===== src/rtl/core/btp_pkg.sv =====
// BTHome v2 object parser: shared types, codes and the object length table.
// Used by btp_step and bthome_v2_object_parser; depends on nothing.
`timescale 1ns / 1ps
`default_nettype none

package btp_pkg;

    // Parse phase codes
    localparam logic [2:0] PH_HEADER = 3'd0;
    localparam logic [2:0] PH_ID     = 3'd1;
    localparam logic [2:0] PH_LENGTH = 3'd2;
    localparam logic [2:0] PH_VALUE  = 3'd3;
    localparam logic [2:0] PH_IGNORE = 3'd4;

    // Byte role codes
    localparam logic [2:0] ROLE_HEADER_OK   = 3'd0;
    localparam logic [2:0] ROLE_REJ_ENCRYPT = 3'd1;
    localparam logic [2:0] ROLE_REJ_VERSION = 3'd2;
    localparam logic [2:0] ROLE_OBJECT_ID   = 3'd3;
    localparam logic [2:0] ROLE_VALUE       = 3'd4;
    localparam logic [2:0] ROLE_PACKET_ID   = 3'd5;
    localparam logic [2:0] ROLE_IGNORED     = 3'd6;
    localparam logic [2:0] ROLE_UNKNOWN_ID  = 3'd7;

    // End status codes
    localparam logic [1:0] STATUS_COMPLETE  = 2'd0;
    localparam logic [1:0] STATUS_REJECTED  = 2'd1;
    localparam logic [1:0] STATUS_TRUNCATED = 2'd2;
    localparam logic [1:0] STATUS_UNKNOWN   = 2'd3;

    // Length codes: 0 unknown, 1..4 fixed bytes, 5 length byte follows
    localparam logic [2:0] LEN_UNKNOWN  = 3'd0;
    localparam logic [2:0] LEN_VARIABLE = 3'd5;

    localparam logic [7:0] HDR_ENCRYPT_MASK = 8'h01;
    localparam logic [2:0] BTHOME_VERSION   = 3'd2;
    localparam logic [7:0] PACKET_ID_OBJ    = 8'h00;
    localparam logic [7:0] COUNT_MAX        = 8'hFF;

    localparam int TABLE_DEPTH = 98;
    localparam logic [7:0] TABLE_LIMIT = 8'(TABLE_DEPTH);

    localparam logic [2:0] LEN_TABLE [0:TABLE_DEPTH-1] = '{
        3'd1, 3'd1, 3'd2, 3'd2, 3'd3, 3'd3, 3'd2, 3'd2,
        3'd2, 3'd1, 3'd3, 3'd3, 3'd2, 3'd2, 3'd2, 3'd1,
        3'd1, 3'd1, 3'd2, 3'd2, 3'd2, 3'd1, 3'd1, 3'd1,
        3'd1, 3'd1, 3'd1, 3'd1, 3'd1, 3'd1, 3'd1, 3'd1,
        3'd1, 3'd1, 3'd1, 3'd1, 3'd1, 3'd1, 3'd1, 3'd1,
        3'd1, 3'd1, 3'd1, 3'd1, 3'd1, 3'd1, 3'd1, 3'd1,
        3'd0, 3'd0, 3'd0, 3'd0, 3'd0, 3'd0, 3'd0, 3'd0,
        3'd0, 3'd0, 3'd1, 3'd0, 3'd2, 3'd2, 3'd4, 3'd2,
        3'd2, 3'd2, 3'd3, 3'd2, 3'd2, 3'd2, 3'd1, 3'd2,
        3'd2, 3'd2, 3'd2, 3'd3, 3'd4, 3'd4, 3'd4, 3'd4,
        3'd4, 3'd2, 3'd2, 3'd5, 3'd5, 3'd4, 3'd2, 3'd1,
        3'd1, 3'd1, 3'd2, 3'd4, 3'd4, 3'd2, 3'd2, 3'd2,
        3'd1, 3'd2
    };

    // Parser state carried from one item to the next
    typedef struct packed {
        logic [2:0] phase;
        logic [7:0] current_object;
        logic [7:0] bytes_remaining;
        logic [7:0] packet_number;
        logic [7:0] measurement_count;
        logic [1:0] stop_status;
    } btp_state_t;

    // One result item
    typedef struct packed {
        logic [2:0] byte_role;
        logic [7:0] object_code;
        logic [7:0] byte_value;
        logic       measurement_done;
        logic       payload_end;
        logic [1:0] end_status;
        logic [7:0] packet_number;
        logic [7:0] measurement_total;
    } btp_result_t;

    localparam btp_state_t STATE_RESET = '{
        phase:             PH_HEADER,
        current_object:    8'd0,
        bytes_remaining:   8'd0,
        packet_number:     8'd0,
        measurement_count: 8'd0,
        stop_status:       STATUS_COMPLETE
    };

    // Value length of an object id
    function automatic logic [2:0] object_length(input logic [7:0] id);
        logic [2:0] len;
        len = LEN_UNKNOWN;
        if (id < TABLE_LIMIT) begin
            len = LEN_TABLE[id[6:0]];
        end else begin
            case (id)
                8'hF0:   len = 3'd2;
                8'hF1:   len = 3'd4;
                8'hF2:   len = 3'd3;
                default: len = LEN_UNKNOWN;
            endcase
        end
        return len;
    endfunction

endpackage

`default_nettype wire


===== src/rtl/core/btp_in_if.sv =====
// Input channel of the BTHome parser: one payload byte per item.
// Depends on nothing.
`timescale 1ns / 1ps
`default_nettype none

interface btp_in_if;
    logic       valid;
    logic       ready;
    logic [7:0] data_byte;
    logic       last_byte;

    modport source (output valid, output data_byte, output last_byte, input ready);
    modport sink   (input valid, input data_byte, input last_byte, output ready);
endinterface

`default_nettype wire


===== src/rtl/core/btp_out_if.sv =====
// Output channel of the BTHome parser: one tagged result per item.
// Depends on nothing.
`timescale 1ns / 1ps
`default_nettype none

interface btp_out_if;
    logic       valid;
    logic       ready;
    logic [2:0] byte_role;
    logic [7:0] object_code;
    logic [7:0] byte_value;
    logic       measurement_done;
    logic       payload_end;
    logic [1:0] end_status;
    logic [7:0] packet_number;
    logic [7:0] measurement_total;

    modport source (
        output valid, output byte_role, output object_code, output byte_value,
        output measurement_done, output payload_end, output end_status,
        output packet_number, output measurement_total, input ready
    );
    modport sink (
        input valid, input byte_role, input object_code, input byte_value,
        input measurement_done, input payload_end, input end_status,
        input packet_number, input measurement_total, output ready
    );
endinterface

`default_nettype wire


===== src/rtl/core/btp_step.sv =====
// One parse step: next parser state and the result for one payload byte.
// Depends on btp_pkg.
`timescale 1ns / 1ps
`default_nettype none

module btp_step (
    input  wire btp_pkg::btp_state_t  state,
    input  wire logic [7:0]           data_byte,
    input  wire logic                 last_byte,
    output btp_pkg::btp_state_t       state_next,
    output btp_pkg::btp_result_t      result
);

    btp_pkg::btp_state_t upd;
    logic [2:0]          role;
    logic [7:0]          code;
    logic                done;
    logic [2:0]          len;
    logic [1:0]          status;
    logic [7:0]          remaining_dec;

    assign len = btp_pkg::object_length(data_byte);
    assign remaining_dec = (state.bytes_remaining != 8'd0)
                         ? state.bytes_remaining - 8'd1 : 8'd0;

    // Phase machine
    always_comb
    begin
        upd  = state;
        role = btp_pkg::ROLE_IGNORED;
        code = 8'd0;
        done = 1'b0;
        unique case (state.phase)
            btp_pkg::PH_HEADER:
            begin
                if ((data_byte & btp_pkg::HDR_ENCRYPT_MASK) != 8'd0) begin
                    role = btp_pkg::ROLE_REJ_ENCRYPT;
                    upd.stop_status = btp_pkg::STATUS_REJECTED;
                    upd.phase = btp_pkg::PH_IGNORE;
                end else if (data_byte[7:5] != btp_pkg::BTHOME_VERSION) begin
                    role = btp_pkg::ROLE_REJ_VERSION;
                    upd.stop_status = btp_pkg::STATUS_REJECTED;
                    upd.phase = btp_pkg::PH_IGNORE;
                end else begin
                    role = btp_pkg::ROLE_HEADER_OK;
                    upd.phase = btp_pkg::PH_ID;
                end
            end
            btp_pkg::PH_ID:
            begin
                code = data_byte;
                if (last_byte) begin
                    // id with nothing after it
                    role = btp_pkg::ROLE_OBJECT_ID;
                    upd.stop_status = btp_pkg::STATUS_TRUNCATED;
                    upd.phase = btp_pkg::PH_IGNORE;
                end else if (len == btp_pkg::LEN_UNKNOWN) begin
                    role = btp_pkg::ROLE_UNKNOWN_ID;
                    upd.stop_status = btp_pkg::STATUS_UNKNOWN;
                    upd.phase = btp_pkg::PH_IGNORE;
                end else if (len == btp_pkg::LEN_VARIABLE) begin
                    role = btp_pkg::ROLE_OBJECT_ID;
                    upd.current_object = data_byte;
                    upd.phase = btp_pkg::PH_LENGTH;
                end else begin
                    role = btp_pkg::ROLE_OBJECT_ID;
                    upd.current_object = data_byte;
                    upd.bytes_remaining = {5'd0, len};
                    upd.phase = btp_pkg::PH_VALUE;
                end
            end
            btp_pkg::PH_LENGTH:
            begin
                role = btp_pkg::ROLE_VALUE;
                code = state.current_object;
                if (data_byte == 8'd0) begin
                    done = 1'b1;
                    if (state.measurement_count != btp_pkg::COUNT_MAX) begin
                        upd.measurement_count = state.measurement_count + 8'd1;
                    end
                    upd.phase = btp_pkg::PH_ID;
                end else begin
                    upd.bytes_remaining = data_byte;
                    upd.phase = btp_pkg::PH_VALUE;
                end
            end
            btp_pkg::PH_VALUE:
            begin
                code = state.current_object;
                if (state.current_object == btp_pkg::PACKET_ID_OBJ) begin
                    role = btp_pkg::ROLE_PACKET_ID;
                    upd.packet_number = data_byte;
                end else begin
                    role = btp_pkg::ROLE_VALUE;
                end
                upd.bytes_remaining = remaining_dec;
                if (remaining_dec == 8'd0) begin
                    done = 1'b1;
                    if (state.current_object != btp_pkg::PACKET_ID_OBJ
                        && state.measurement_count != btp_pkg::COUNT_MAX) begin
                        upd.measurement_count = state.measurement_count + 8'd1;
                    end
                    upd.phase = btp_pkg::PH_ID;
                end
            end
            default:
            begin
                // ignore phase and unused codes
                role = btp_pkg::ROLE_IGNORED;
            end
        endcase
    end

    // End status on the last byte
    always_comb
    begin
        status = btp_pkg::STATUS_COMPLETE;
        if (last_byte) begin
            if (upd.phase == btp_pkg::PH_ID) begin
                status = btp_pkg::STATUS_COMPLETE;
            end else if (upd.phase == btp_pkg::PH_LENGTH
                         || upd.phase == btp_pkg::PH_VALUE) begin
                status = btp_pkg::STATUS_TRUNCATED;
            end else begin
                status = upd.stop_status;
            end
        end
    end

    assign result.byte_role         = role;
    assign result.object_code       = code;
    assign result.byte_value        = data_byte;
    assign result.measurement_done  = done;
    assign result.payload_end       = last_byte;
    assign result.end_status        = status;
    assign result.packet_number     = upd.packet_number;
    assign result.measurement_total = upd.measurement_count;

    // Back to reset values once the payload ends
    assign state_next = last_byte ? btp_pkg::STATE_RESET : upd;

endmodule

`default_nettype wire


===== src/rtl/core/bthome_v2_object_parser.sv =====
// BTHome v2 object parser top level: state register and result register.
// Depends on btp_pkg, btp_in_if, btp_out_if and btp_step.
//
// Usage:
//   payload: one service-data byte per item (data_byte, last_byte), the
//            first byte of each payload being the device-info header.
//   result:  one item per input byte, tagging its role, the object it
//            belongs to, measurement completion and running totals; the
//            result of the last byte carries payload_end and end_status.
//   Result valid rises in the cycle after input acceptance. One byte per
//   cycle is sustained while the receiver is ready: the state update and
//   length table lookup sit between the parser state and result registers.
//   A new byte is taken whenever the result register is empty or is being
//   drained in the same cycle; while the receiver stalls the result holds
//   and at most one byte is absorbed before payload.ready drops.
//   Reset clears the result valid flag and returns the parser to expecting a
//   header byte. After a last byte the parser resets itself the same way.
`timescale 1ns / 1ps
`default_nettype none

module bthome_v2_object_parser (
    input  wire logic  clk,
    input  wire logic  rst_n,
    btp_in_if.sink     payload,
    btp_out_if.source  result
);

    btp_pkg::btp_state_t  state_reg;
    btp_pkg::btp_state_t  state_next;
    btp_pkg::btp_result_t step_result;
    btp_pkg::btp_result_t result_reg;
    logic                 valid_reg;
    logic                 accept;

    assign payload.ready = !valid_reg || result.ready;
    assign accept        = payload.valid && payload.ready;

    btp_step u_step (
        .state      (state_reg),
        .data_byte  (payload.data_byte),
        .last_byte  (payload.last_byte),
        .state_next (state_next),
        .result     (step_result)
    );

    // Parser state and output valid
    always_ff @(posedge clk or negedge rst_n)
    begin
        if (!rst_n) begin
            state_reg <= btp_pkg::STATE_RESET;
            valid_reg <= 1'b0;
        end else begin
            if (accept) begin
                state_reg <= state_next;
                valid_reg <= 1'b1;
            end else if (result.ready) begin
                valid_reg <= 1'b0;
            end
        end
    end

    // Result payload
    always_ff @(posedge clk)
    begin
        if (accept) begin
            result_reg <= step_result;
        end
    end

    assign result.valid             = valid_reg;
    assign result.byte_role         = result_reg.byte_role;
    assign result.object_code       = result_reg.object_code;
    assign result.byte_value        = result_reg.byte_value;
    assign result.measurement_done  = result_reg.measurement_done;
    assign result.payload_end       = result_reg.payload_end;
    assign result.end_status        = result_reg.end_status;
    assign result.packet_number     = result_reg.packet_number;
    assign result.measurement_total = result_reg.measurement_total;

endmodule

`default_nettype wire


===== src/flat_wrapper.sv =====
// flat-port wrapper written by rule: the top's interface ports become plain ports
module bthome_v2_object_parser_flat 
  (clk, rst_n, payload_valid, payload_data_byte, payload_last_byte, payload_ready, result_valid, result_byte_role, result_object_code, result_byte_value, result_measurement_done, result_payload_end, result_end_status, result_packet_number, result_measurement_total, result_ready);
  btp_in_if payload_i ();
  btp_out_if result_i ();
  input  wire logic clk;
  input  wire logic rst_n;
  input wire logic [$bits(payload_i.valid)-1:0] payload_valid;
  input wire logic [$bits(payload_i.data_byte)-1:0] payload_data_byte;
  input wire logic [$bits(payload_i.last_byte)-1:0] payload_last_byte;
  output wire logic [$bits(payload_i.ready)-1:0] payload_ready;
  output wire logic [$bits(result_i.valid)-1:0] result_valid;
  output wire logic [$bits(result_i.byte_role)-1:0] result_byte_role;
  output wire logic [$bits(result_i.object_code)-1:0] result_object_code;
  output wire logic [$bits(result_i.byte_value)-1:0] result_byte_value;
  output wire logic [$bits(result_i.measurement_done)-1:0] result_measurement_done;
  output wire logic [$bits(result_i.payload_end)-1:0] result_payload_end;
  output wire logic [$bits(result_i.end_status)-1:0] result_end_status;
  output wire logic [$bits(result_i.packet_number)-1:0] result_packet_number;
  output wire logic [$bits(result_i.measurement_total)-1:0] result_measurement_total;
  input wire logic [$bits(result_i.ready)-1:0] result_ready;
  assign payload_i.valid = payload_valid;
  assign payload_i.data_byte = payload_data_byte;
  assign payload_i.last_byte = payload_last_byte;
  assign payload_ready = payload_i.ready;
  assign result_valid = result_i.valid;
  assign result_byte_role = result_i.byte_role;
  assign result_object_code = result_i.object_code;
  assign result_byte_value = result_i.byte_value;
  assign result_measurement_done = result_i.measurement_done;
  assign result_payload_end = result_i.payload_end;
  assign result_end_status = result_i.end_status;
  assign result_packet_number = result_i.packet_number;
  assign result_measurement_total = result_i.measurement_total;
  assign result_i.ready = result_ready;
  bthome_v2_object_parser u_core (.clk(clk), .rst_n(rst_n), .payload(payload_i), .result(result_i));
endmodule

===== config.mk =====
export PLATFORM = sky130hd
export DESIGN_NAME = bthome_v2_object_parser_flat
export DESIGN_NICKNAME = d
export VERILOG_FILES = /design/src/rtl/core/btp_pkg.sv /design/src/rtl/core/btp_in_if.sv /design/src/rtl/core/btp_out_if.sv /design/src/rtl/core/btp_step.sv /design/src/rtl/core/bthome_v2_object_parser.sv /design/src/flat_wrapper.sv
export SDC_FILE = /design/constraint.sdc
export NUM_CORES = 1
export LEC_CHECK = 0
export BUFFER_PORTS_ARGS = -buffer_cell sky130_fd_sc_hd__buf_2
export CORE_MARGIN = 2
export CORE_UTILIZATION = 29
export CTS_CLUSTER_DIAMETER = 200
export DETAILED_ROUTE_END_ITERATION = 7
export PLACE_DENSITY = 0.55
export RECOVER_POWER = 50
export SYNTH_ARGS = -nofsm -noshare
export SYNTH_HDL_FRONTEND = slang
export SYNTH_SLANG_ARGS = --single-unit

===== constraint.sdc =====
create_clock -name clk -period 3.4 [get_ports clk]
set_input_delay 0.34 -clock clk [delete_from_list [all_inputs] [get_ports clk]]
set_output_delay 0.34 -clock clk [all_outputs]
set_load 0.005 [all_outputs]

Word level (Yosys, flattened, before mapping)

Memories as Yosys holds them, arrays and structs flattened.
Index checks and enable logic that the tools add are counted.

$add $sub $neg: 2
$lt $le $gt $ge: 2
Eq/ne operators: 16
Muxes and demuxes: 44
Bitwise operators: 2
Reductions and logical operators: 20

Operators with widths:

| operator              | count |
|---|---|
| $mux W8               | 10 |
| $mux W37              | 1 |
| $mux W3               | 11 |
| $pmux W8 S2           | 2 |
| $eq A8 B8 Y1 const B  | 3 |
| $logic_not A8 Y1      | 3 |
| $pmux W3 S4           | 2 |
| $pmux W8 S3           | 1 |
| $mux W16              | 1 |
| $reduce_bool A8 Y1    | 2 |
| $mux W2               | 7 |
| $eq A3 B2 Y1 const B  | 4 |
| $mux W9               | 1 |
| $ne A3 B3 Y1 const B  | 3 |
| $pmux W3 S3           | 1 |
| $add A8 B1 Y8 const B | 1 |
| $ge A8 B8 Y1 const B  | 1 |
| $lt A8 B7 Y1 const B  | 1 |
| $ne A8 B8 Y1 const B  | 1 |
| $not A7 Y8            | 1 |
| $sub A8 B1 Y8 const B | 1 |
| $eq A3 B1 Y1 const B  | 2 |
| $logic_not A3 Y1      | 2 |
| $mux W1               | 5 |
| other kinds (15)      | 19 |

Bits in registers: 77
Bits in read-only memories: 384
Input port bits: 13
Output and inout port bits: 41
Word-level logic and storage cells: 103
Memories: 1

Memory list:

| name            | depth | width | read ports | clocked after memory_dff | wr ports | RTL line      | RTL |
|---|---|---|---|---|---|---|---|
| (no name shown) | 128   | 3     | 1          | 0                        | 0        | btp_pkg.sv:95 | `len = LEN_TABLE[id[6:0]];` |

Longest topological paths before layout

Gate-level depths: netlist of run 1.

Depth in word-level cells: 13
Gate-level depth with buffers: 12
Mapped depth without buffers: 10

By module

Synthesis of run 1 repeated with hierarchy kept, for this count alone.

Cell total of the unflattened synthesis: 467
Area, all modules: 4827.1 um^2

Modules (own cells, without submodules):

| module                  | instances | cells each | area an instance (um^2) | seq. area each (um^2) |
|---|---|---|---|---|
| bthome_v2_object_parser | 1         | 122        | 2678.8                  | 2122.0 |
| btp_step                | 1         | 345        | 2148.3                  | 0.0 |

Least setup slack after synthesis of run 1

No wires, ideal clock.

Path type: input to register
Start: in payload_data_byte[0]
End: reg u_core.state_reg[20] (netlist bit)
Library setup time: 0.066 ns
Data arrival time: 2.779 ns
Required time: 3.334 ns
Setup slack: 0.555 ns
Stages: 10
Buffers on the path: 1
Cell sequence: clkbuf_1 > inv_1 > ha_1 > o311ai_1 > a22oi_1 > o31a_1 > or2_1 > a311o_1 > a21oi_2 > a22o_1

Word-level cells in the longest chain between the ends: 9
Elaborated cells on any way between the ends: 21
Classes of those cells: 1 x order compare; 7 x eq/ne; 8 x mux; 1 x bitwise; 3 x reduce/logical; 1 x memory

RTL lines:

| what                                       | RTL line                      | RTL |
|---|---|---|
| from (decl)                                | flat_wrapper.sv:9             | `input wire logic [$bits(payload_i.data_byte)-1:0] payload_data_byte;` |
| $not A7 Y8 (implied by the code)           | btp_pkg.sv:95                 |  |
| $mem_v2 Z128 W3                            | -                             |  |
| $mux W3 (implied by the code) (2 in a row) | btp_pkg.sv:95                 |  |
| $mux W3                                    | btp_pkg.sv:94                 | `if (id < TABLE_LIMIT) begin` |
| $mux W8                                    | btp_step.sv:61                | `end else if (len == btp_pkg::LEN_VARIABLE) begin` |
| $mux W16                                   | btp_step.sv:57                | `end else if (len == btp_pkg::LEN_UNKNOWN) begin` |
| $pmux W8 S3                                | btp_step.sv:33                | `unique case (state.phase)` |
| $mux W37                                   | btp_step.sv:140               | `assign state_next = last_byte ? btp_pkg::STATE_RESET : upd;` |
| to (signal assigned)                       | bthome_v2_object_parser.sv:50 | `state_reg <= btp_pkg::STATE_RESET;` |
| to (signal assigned)                       | bthome_v2_object_parser.sv:54 | `state_reg <= state_next;` |
| to (decl)                                  | bthome_v2_object_parser.sv:28 | `btp_pkg::btp_state_t state_reg;` |

Several ways; a longest one is shown, not always the timed one. The select of a mux whose other input is x is not followed.
A chain may end at the register's enable or synchronous reset.

==> results.json, run 1 <==
{
  "slew_violations": 39,
  "p_per_area_mw_per_mm2": 516,
  "row_count": 43,
  "p_int_w": 0.00182,
  "crit_slowest_cell": "or3b_2",
  "syn_inst": 400,
  "fin_worst_skew_ns": 0.00484,
  "vias": 3287,
  "io_pins": 54,
  "insertion_delay_ns": 0.34,
  "power_w": 0.00250,
  "grtUsageTotal": 0.140,
  "dieWidth_um": 124,
  "synth_ff_type": "edfxtp_1",
  "critPathMaxFanout": 12,
  "cp_top_family": "simple AND/OR/NAND/NOR gates",
  "viasPerCell": 5.19,
  "setup_tns_ns": 0,
  "seqPwrFrac": 0.445,
  "finalNetCount": 470,
  "cp.required_ns": 3.49,
  "switchingPower_w": 0.000676,
  "numCtsBuffers": 9,
  "leakage_nw": 1.91,
  "finalCritPeriodShare": 0.896,
  "drt-total-wl_mm": 9.95,
  "syn_avg_cell_area_um2": 10.4,
  "finalInstanceArea_mm2": 0.00484,
  "grt_antenna_before_repair": 0,
  "synthesis.area_mm2": 0.00416,
  "combinationalPowerShare": 0.160,
  "firstDrtPassIters": 4,
  "start_util": 0.299,
  "end_kind": "flop",
  "post-place-ws_ns": 0.301,
  "place.gp.congestion": 0.864,
  "synthesis.nets": 422,
  "clkSlewWorstSetupHoldPaths_ns": 0.06,
  "critPathArrivalTime_ns": 3.14,
  "final_layout_size_suffix_gt1_frac": 0.143,
  "ys_warn_count": 0,
  "dp_hpwl_mm": 7.06,
  "synth_cell_types": 69,
  "fmax_mhz": 328,
  "dpl_cell_area_mm2": 0.00458,
  "post-cts-setup-buffer-count": 0,
  "setup_violations": 0,
  "synth_edf_count": 39,
  "holdBufCountCts": 0,
  "routedWlPerCell_um": 15.7,
  "ys_ff_latch": 77,
  "failed_checks": "max-capacitance violations, max-slew violations",
  "grt_pass1_vias": 3324,
  "drc": 0,
  "largest_reg_flops": 37,
  "p_sw_frac": 0.271,
  "fp.dieArea_mm2": 0.0153,
  "grt_pass1_wl_mm": 16.6,
  "cts_buffer_depth": 2,
  "fin_util": 0.347,
  "overflow": 0,
  "hold_path.class": "in -> reg",
  "slew_headroom": -0.410,
  "drt_iter0_drc": 282,
  "cts_resized": 0,
  "ys_seq_area_frac": 0.510,
  "cp-start-kind": "flop",
  "fp.dieH_um": 124,
  "ant_nets": 0,
  "crit_chain": "inv_1 -> ha_1 -> or3b_2 -> or2_4 -> a221oi_2 -> a41oi_2 -> nor3_4 -> nor2b_1 -> a21o_2",
  "clkPwrFrac": 0.395,
  "crit_type": "reg -> reg",
  "tightestPinTransition_ns": 2.12,
  "htreeDepth": 3,
  "numClockSinks": 77,
  "cts_tree": "yes",
  "slowest_delay_ns": 0.48,
  "irDropWorstVdd_mv": 0.301,
  "async_flop_share": 0.494,
  "rsz0062_at_grt": "false",
  "area_growth_pct": 16.2,
  "cts-root-buf": "clkbuf_16",
  "max_cap_viol_count": 1,
  "worst-path-buf-inv": 1,
  "coreArea_mm2": 0.0139,
  "grt_max_degree": 48,
  "diodes": 0,
  "hold_viol": 0,
  "port_buffers": 53,
  "fin_ws_ns": 0.354,
  "period_minus_slack_ns": 3.05,
  "status": "complete, but fails checks"
}
==> kinds of logic (layout without fill, tap and decap cells) <==
group | count (synthesis) | count (layout) | synth area share
AOI/OAI and AO/OA | 121 | 121 | 0.207
xor gates and xnor gates | 8 | 8 | 0.0168
adders and majority gates | 9 | 9 | 0.0270
buffers and inverters | 41 | 94 | 0.0505
DFF | 77 | 77 | 0.510
muxes | 10 | 10 | 0.0252
and+or+nand+nor | 134 | 134 | 0.163
==> through the flow <==
step / cells / hold slack, ns
after floorplan: 400 / 0.0444
after global placement: 617 / 0.481
after detailed placement: 617 / 0.488
after CTS: 633 / 0.149
after global routing: 633 / 0.223
final: 633 / 0.212
==> area by class of cell <==
type / instances / area (um^2)
Sequential cell: 77 / 2120
Fill cell: 1412 / 9100
Clock buffer: 13 / 270
Timing Repair Buffer: 63 / 290
Clock inverter: 3 / 42.5
Inverter: 15 / 56.3
Tap cell: 180 / 225
Multi-Input combinational cell: 282 / 1830
==> path summary, 6_finish.rpt <==
| check | startpoint | to | slack (ns) | cells past startpoint |
|---|---|---|---|---|
| setup / recovery | u_core.state_reg[18]$_DFFE_PN0P_ | u_core.result.measurement_total[1]$_DFFE_PP_ | 0.35 | 9 |
| hold / removal | payload_valid | u_core.result.valid$_DFFE_PN0P_ | 0.21 | 2 |
| setup reg to reg | u_core.state_reg[18]$_DFFE_PN0P_ | u_core.result.measurement_total[1]$_DFFE_PP_ | 0.35 | 9 |
| hold reg to reg | u_core.state_reg[17]$_DFFE_PN0P_ | u_core.state_reg[17]$_DFFE_PN0P_ | 0.51 | 1 |
| max in group asynchronous | rst_n | u_core.state_reg[27]$_DFFE_PN0P_ | 1.57 | 1 |
| min in group asynchronous | rst_n | u_core.state_reg[4]$_DFFE_PN0P_ | 0.62 | 1 |
==> power by group through the flow <==
stage | registers, W | clock network [W] | logic [W]
finish | 0.00111 | 0.000988 | 0.000399
global route | 0.00112 | 0.00105 | 0.000453
CTS | 0.00111 | 0.00101 | 0.000409
detailed placement | 0.00113 | 0 | 0.000409
global placement | 0.00113 | 0 | 0.000407
floorplan | 0.00110 | 0 | 0.000315
==> synthesized netlist by cell type (4+ instances only) <==
cell,number,area (um^2)
a22o_1,15,131
inv_1,13,48.8
a31oi_1,6,37.5
mux2i_1,6,60.1
nor3_1,10,50.1
o2bb2ai_1,4,35.0
ha_1,9,113
nand2b_1,4,25.0
clkbuf_1,15,56.3
a32o_1,8,80.1
clkbuf_8,4,55.1
nand2_1,38,143
dfrtp_1,38,951
nor2b_1,6,37.5
nand3_1,11,55.1
mux2_2,4,45.0
xnor2_1,6,52.6
o21ai_1,4,20.0
nor2_1,31,116
o21ai_0,32,160
o31ai_1,7,52.6
a21oi_1,16,80.1
buf_2,4,20.0
edfxtp_1,39,1170
==> metal layers <==
layer / part of all wire / global-route usage / up-vias
met5: 0 / 0 / -
met4: 0.017 / 0.0554 / 0
met3: 0.033 / 0.0243 / 11
met2: 0.50 / 0.236 / 67
met1: 0.45 / 0.179 / 1619
li1: - / - / 1590
==> cells in the final DEF, fill, tap and decap left out, types with 10 or more instances in the layout <==
cell type / n
nor2_1: 31
dfrtp_1: 38
o21ai_0: 32
nand2_1: 38
a22o_1: 15
nor3_1: 10
a21oi_1: 16
buf_2: 19
edfxtp_1: 39
nand3_1: 11
inv_1: 12
clkbuf_1: 37
No activity file was read; power rests on OpenSTA's default activity.
==> run 2, diff against run 1 <==
--- a/config.mk
+++ b/config.mk
@@ -10,7 +10,7 @@
 export CORE_UTILIZATION = 29
 export CTS_CLUSTER_DIAMETER = 200
 export DETAILED_ROUTE_END_ITERATION = 7
-export PLACE_DENSITY = 0.55
+export PLACE_DENSITY = 0.43
 export RECOVER_POWER = 50
 export SYNTH_ARGS = -nofsm -noshare
 export SYNTH_HDL_FRONTEND = slang
==> run 2 against run 1 <==
Effect of this change: the run still ends with max-capacitance violations, max-slew violations left; global-route usage up 1.1 points; critical path type unchanged; critical endpoint is now u_core.result.measurement_total[7]$_DFFE_PP_; via count about the same; cell area grew 0.39%; fmax is 0.60% higher; sequential share of layout area is 0.17 points lower; register-to-register slack better by 0.02 ns.
==> results.json, run 2 (same netlist as run 1, synthesis figures left out) <==
{
  "ant_nets": 0,
  "finalCritPeriodShare": 0.891,
  "fp.dieArea_mm2": 0.0153,
  "grt_max_degree": 39,
  "vias": 3286,
  "overflow": 0,
  "clkSlewWorstSetupHoldPaths_ns": 0.06,
  "crit_slowest_cell": "or3b_2",
  "dieWidth_um": 124,
  "viasPerCell": 5.17,
  "worst-path-buf-inv": 1,
  "hold_viol": 0,
  "crit_chain": "inv_1 -> ha_1 -> or3b_2 -> or2_4 -> a221oi_2 -> nand3_1 -> o32ai_2 -> mux2_2",
  "crit_type": "reg -> reg",
  "irDropWorstVdd_mv": 0.183,
  "grt_pass1_vias": 3248,
  "start_util": 0.299,
  "routedWlPerCell_um": 16.7,
  "hold_slack_ns": 0.227,
  "drt-total-wl_mm": 10.6,
  "fp.dieH_um": 124,
  "io_pins": 54,
  "critPathMaxFanout": 5,
  "slew_headroom": -0.527,
  "grtUsageTotal": 0.151,
  "numClockSinks": 77,
  "numCtsBuffers": 9,
  "grt_antenna_before_repair": 0,
  "place.gp.congestion": 0.863,
  "firstDrtPassIters": 5,
  "tightestPinTransition_ns": 2.29,
  "slowest_delay_ns": 0.48,
  "period_minus_slack_ns": 3.03,
  "port_buffers": 53,
  "drc": 0,
  "cts_resized": 0,
  "hold_path.class": "in -> reg",
  "setup_tns_ns": 0,
  "area_growth_pct": 16.6,
  "critPathArrivalTime_ns": 3.12,
  "grt_pass1_wl_mm": 17.3,
  "fmax_mhz": 330,
  "row_count": 43,
  "mostFrequentLayoutCells": "39 x edfxtp_1, 38 x nand2_1, 38 x dfrtp_1",
  "cts-root-buf": "clkbuf_16",
  "post-cts-setup-buffer-count": 0,
  "status": "complete, but fails checks",
  "setup_violations": 0,
  "cts_buffer_depth": 2,
  "max_cap_viol_count": 1,
  "coreArea_mm2": 0.0139,
  "largest_reg_flops": 37,
  "drt_iter0_drc": 327,
  "slew_violations": 39,
  "diodes": 0,
  "final_common_cell": "edfxtp_1",
  "holdBufCountCts": 0,
  "cts_tree": "yes",
  "p_per_area_mw_per_mm2": 509,
  "failed_checks": "max-capacitance violations, max-slew violations",
  "leakage_nw": 1.93,
  "finalNetCount": 473,
  "dp_hpwl_mm": 7.40,
  "cp.required_ns": 3.49,
  "fin_util": 0.349,
  "end_kind": "flop",
  "htreeDepth": 3,
  "cp_top_family": "simple AND/OR/NAND/NOR gates",
  "insertion_delay_ns": 0.34,
  "rsz0062_at_grt": "false",
  "final_layout_size_suffix_gt1_frac": 0.154,
  "fin_worst_skew_ns": 0.00533,
  "cp-start-kind": "flop"
}
## run 2: changes by cell type in the layout (fill, tap and decap cells not counted), moves of 2 or more
| cell | delta |
|---|---|
| buf_4 | +2 |
| buf_2 | +3 |
| clkbuf_8 | -3 |
| clkbuf_1 | -3 |
## run 2: power by group
group,switching [W],internal [W]
clock network,0.000390,0.000567
logic,0.000243,0.000147
registers,0.0000758,0.00105
total,0.000709,0.00176
## run 2: worst paths after layout
check | slack, ns | depth (start not counted) | from | to
min in group asynchronous | 0.68 | 1 | rst_n | u_core.state_reg[9]$_DFFE_PN0P_
max reg2reg | 0.37 | 8 | u_core.state_reg[18]$_DFFE_PN0P_ | u_core.result.measurement_total[7]$_DFFE_PP_
min | 0.23 | 2 | payload_valid | u_core.result.valid$_DFFE_PN0P_
max in group asynchronous | 1.41 | 1 | rst_n | u_core.state_reg[14]$_DFFE_PN0P_
min reg2reg | 0.51 | 1 | u_core.state_reg[15]$_DFFE_PN0P_ | u_core.state_reg[15]$_DFFE_PN0P_
max | 0.37 | 8 | u_core.state_reg[18]$_DFFE_PN0P_ | u_core.result.measurement_total[7]$_DFFE_PP_
## run 2: layout make-up
class,instances,area [um^2]
well taps,180,225
repair buffers,66,329
flip-flops and latches,77,2120
inverters,15,56.3
clock inverters,6,63.8
fillers,1433,9080
clock buffers,10,229
multi-input cells,282,1830
## run 2: metal layers
| metal | GRT usage | wire (um) |
|---|---|---|
| met3 | 0.0293 | 539 |
| met2 | 0.230 | 4810 |
| met1 | 0.206 | 5070 |
| met4 | 0.0710 | 211 |
| met5 | 0 | 0 |
## run 2: metrics by stage
stage	area, um^2	setup slack [ns]	std cells	total power [W]
3_3_place_gp	4590	0.364	619	0.00155
2_1_floorplan	4160	0.555	400	0.00141
3_5_place_dp	4590	0.262	619	0.00154
4_1_cts	4880	0.240	635	0.00252
5_1_grt	4860	0.159	636	0.00261
6_report	4860	0.372	636	0.00247
==> run 3, diff against run 2 <==
--- a/config.mk
+++ b/config.mk
@@ -6,7 +6,7 @@
 export NUM_CORES = 1
 export LEC_CHECK = 0
 export BUFFER_PORTS_ARGS = -buffer_cell sky130_fd_sc_hd__buf_2
-export CORE_MARGIN = 2
+export CORE_ASPECT_RATIO = 1.1
 export CORE_UTILIZATION = 29
 export CTS_CLUSTER_DIAMETER = 200
 export DETAILED_ROUTE_END_ITERATION = 7
==> run 3 against run 2 <==
Effect of this change: the run still ends with max-capacitance violations, max-slew violations left; routed wire length is the same; fmax shrank 3.4%; register-to-register slack lost 0.11 ns; hold slack lost 0.026 ns; via count grew 0.64%; cell count grew 0.63%; sequential power is essentially flat; non-clock buffer count shrank 4; global-route usage grew 0.31 points; sequential share of layout area is essentially flat; cell area shrank 0.10%.
==> results.json, run 3 (same netlist as run 1, synthesis figures left out) <==
{
  "drc": 0,
  "fin_worst_skew_ns": 0.00799,
  "diodes": 0,
  "r2r-end": "u_core.result.measurement_total[4]$_DFFE_PP_",
  "fillerInstances": 1443,
  "grt_pass1_vias": 3165,
  "insertion_delay_ns": 0.35,
  "crit_slowest_cell": "nor3_4",
  "finalCritPeriodShare": 0.922,
  "cts_resized": 0,
  "numCtsBuffers": 9,
  "crit_type": "reg -> reg",
  "dpl_cell_area_mm2": 0.00458,
  "numClockSinks": 77,
  "ant_nets": 0,
  "p_per_area_mw_per_mm2": 524,
  "place.gp.congestion": 0.857,
  "cts_buffer_depth": 2,
  "crit_chain": "inv_1 -> ha_1 -> or3b_2 -> or2_4 -> a221oi_2 -> a41oi_2 -> nor3_4 -> nand2_1 -> xnor2_1",
  "critPathMaxFanout": 12,
  "hold_path.class": "in -> reg",
  "firstDrtPassIters": 4,
  "final_common_cell": "edfxtp_1",
  "area_growth_pct": 16.5,
  "rsz0062_at_grt": "false",
  "tightestPinTransition_ns": 2.21,
  "cp_top_family": "simple AND/OR/NAND/NOR gates",
  "largest_reg_flops": 37,
  "setup_violations": 0,
  "end_kind": "flop",
  "r2r_start": "u_core.state_reg[18]$_DFFE_PN0P_",
  "port_buffers": 53,
  "vias": 3307,
  "post-cts-setup-buffer-count": 0,
  "cp-start-kind": "flop",
  "r2r_cells": 9,
  "grtUsageTotal": 0.154,
  "final_layout_size_suffix_gt1_frac": 0.148,
  "slew_violations": 39,
  "drt_iter0_drc": 203,
  "hold_start": "payload_valid",
  "holdBufCountCts": 0,
  "finalInstanceArea_mm2": 0.00485,
  "ff2ff_setup_slack_ns": 0.27,
  "cp.required_ns": 3.50,
  "overflow": 0,
  "dp.cells": 624,
  "status": "complete, but fails checks",
  "drt-total-wl_mm": 10.6,
  "leakage_nw": 1.92,
  "hold_viol": 0,
  "setup_tns_ns": 0,
  "post-place-ws_ns": 0.300,
  "fp.dieArea_mm2": 0.0148,
  "io_pins": 54,
  "grt_antenna_before_repair": 0,
  "clkSlewWorstSetupHoldPaths_ns": 0.06,
  "htreeDepth": 3,
  "failed_checks": "max-capacitance violations, max-slew violations",
  "critPathArrivalTime_ns": 3.23,
  "dieWidth_um": 116,
  "grt_pass1_wl_mm": 17.2,
  "grt_max_degree": 46,
  "period_minus_slack_ns": 3.13,
  "irDropWorstVdd_mv": 0.186,
  "start_util": 0.299,
  "dp_hpwl_mm": 7.26,
  "worst-path-buf-inv": 1,
  "cts_tree": "yes",
  "slew_headroom": -0.476,
  "fmax_mhz": 319,
  "slowest_delay_ns": 0.51,
  "cts-root-buf": "clkbuf_16",
  "coreArea_mm2": 0.0139,
  "max_cap_viol_count": 1,
  "viasPerCell": 5.17,
  "fin_ws_ns": 0.265,
  "fp.dieH_um": 128,
  "finalNetCount": 469,
  "hold_depth": 2,
  "routedWlPerCell_um": 16.6,
  "row_count": 45,
  "hold_end": "u_core.result.valid$_DFFE_PN0P_",
  "mostFrequentLayoutCells": "39 x edfxtp_1, 38 x nand2_1, 38 x dfrtp_1",
  "stdcell_count": 640
}
run 3: metrics by stage:
step           power (W)   util  hold slack, ns
2_1_floorplan    0.00141      -          0.0444
3_3_place_gp     0.00154  0.329           0.482
3_5_place_dp     0.00154  0.329           0.488
4_1_cts          0.00259  0.352           0.165
5_1_grt          0.00267  0.349           0.208
6_report         0.00254  0.349           0.201
run 3: metal layers:
metal	vias to the layer above	track usage	routed length, um
met1	1611	0.206	4970
met3	13	0.0322	497
li1	1590	-	-
met4	0	0.0633	177
met2	93	0.240	4990
met5	-	0	0
run 3: final cells by class:
cell class	count	area, um^2	area share
clock inverter	4	53.8	0.0111
multi-input combinational	282	1830	0.378
tap	188	235	0.0485
clock buffer	12	268	0.0552
sequential	77	2120	0.437
timing repair buffer	62	285	0.0588
inverter	15	56.3	0.0116
run 3: where the power goes:
group	switching, W	total [W]	internal, W	leakage (nW)
registers	0.0000603	0.00111	0.00105	0.906
logic	0.000258	0.000402	0.000144	0.859
clock network	0.000394	0.00103	0.000635	0.150
run 3: how the worst max path moves through the flow:
stage	startpoint	end	slack, ns	cells past startpoint
after detailed placement	u_core.state_reg[18]$_DFFE_PN0P_	u_core.state_reg[2]$_DFFE_PN0P_	0.30	11
final	u_core.state_reg[18]$_DFFE_PN0P_	u_core.result.measurement_total[4]$_DFFE_PP_	0.27	9
after global routing	u_core.state_reg[18]$_DFFE_PN0P_	u_core.state_reg[2]$_DFFE_PN0P_	0.007	11
after global placement	payload_data_byte[0]	u_core.state_reg[19]$_DFFE_PN0P_	0.31	10
after CTS	u_core.state_reg[18]$_DFFE_PN0P_	u_core.state_reg[2]$_DFFE_PN0P_	0.30	11
after floorplan	payload_data_byte[0]	u_core.state_reg[20]$_DFFE_PN0P_	0.56	10
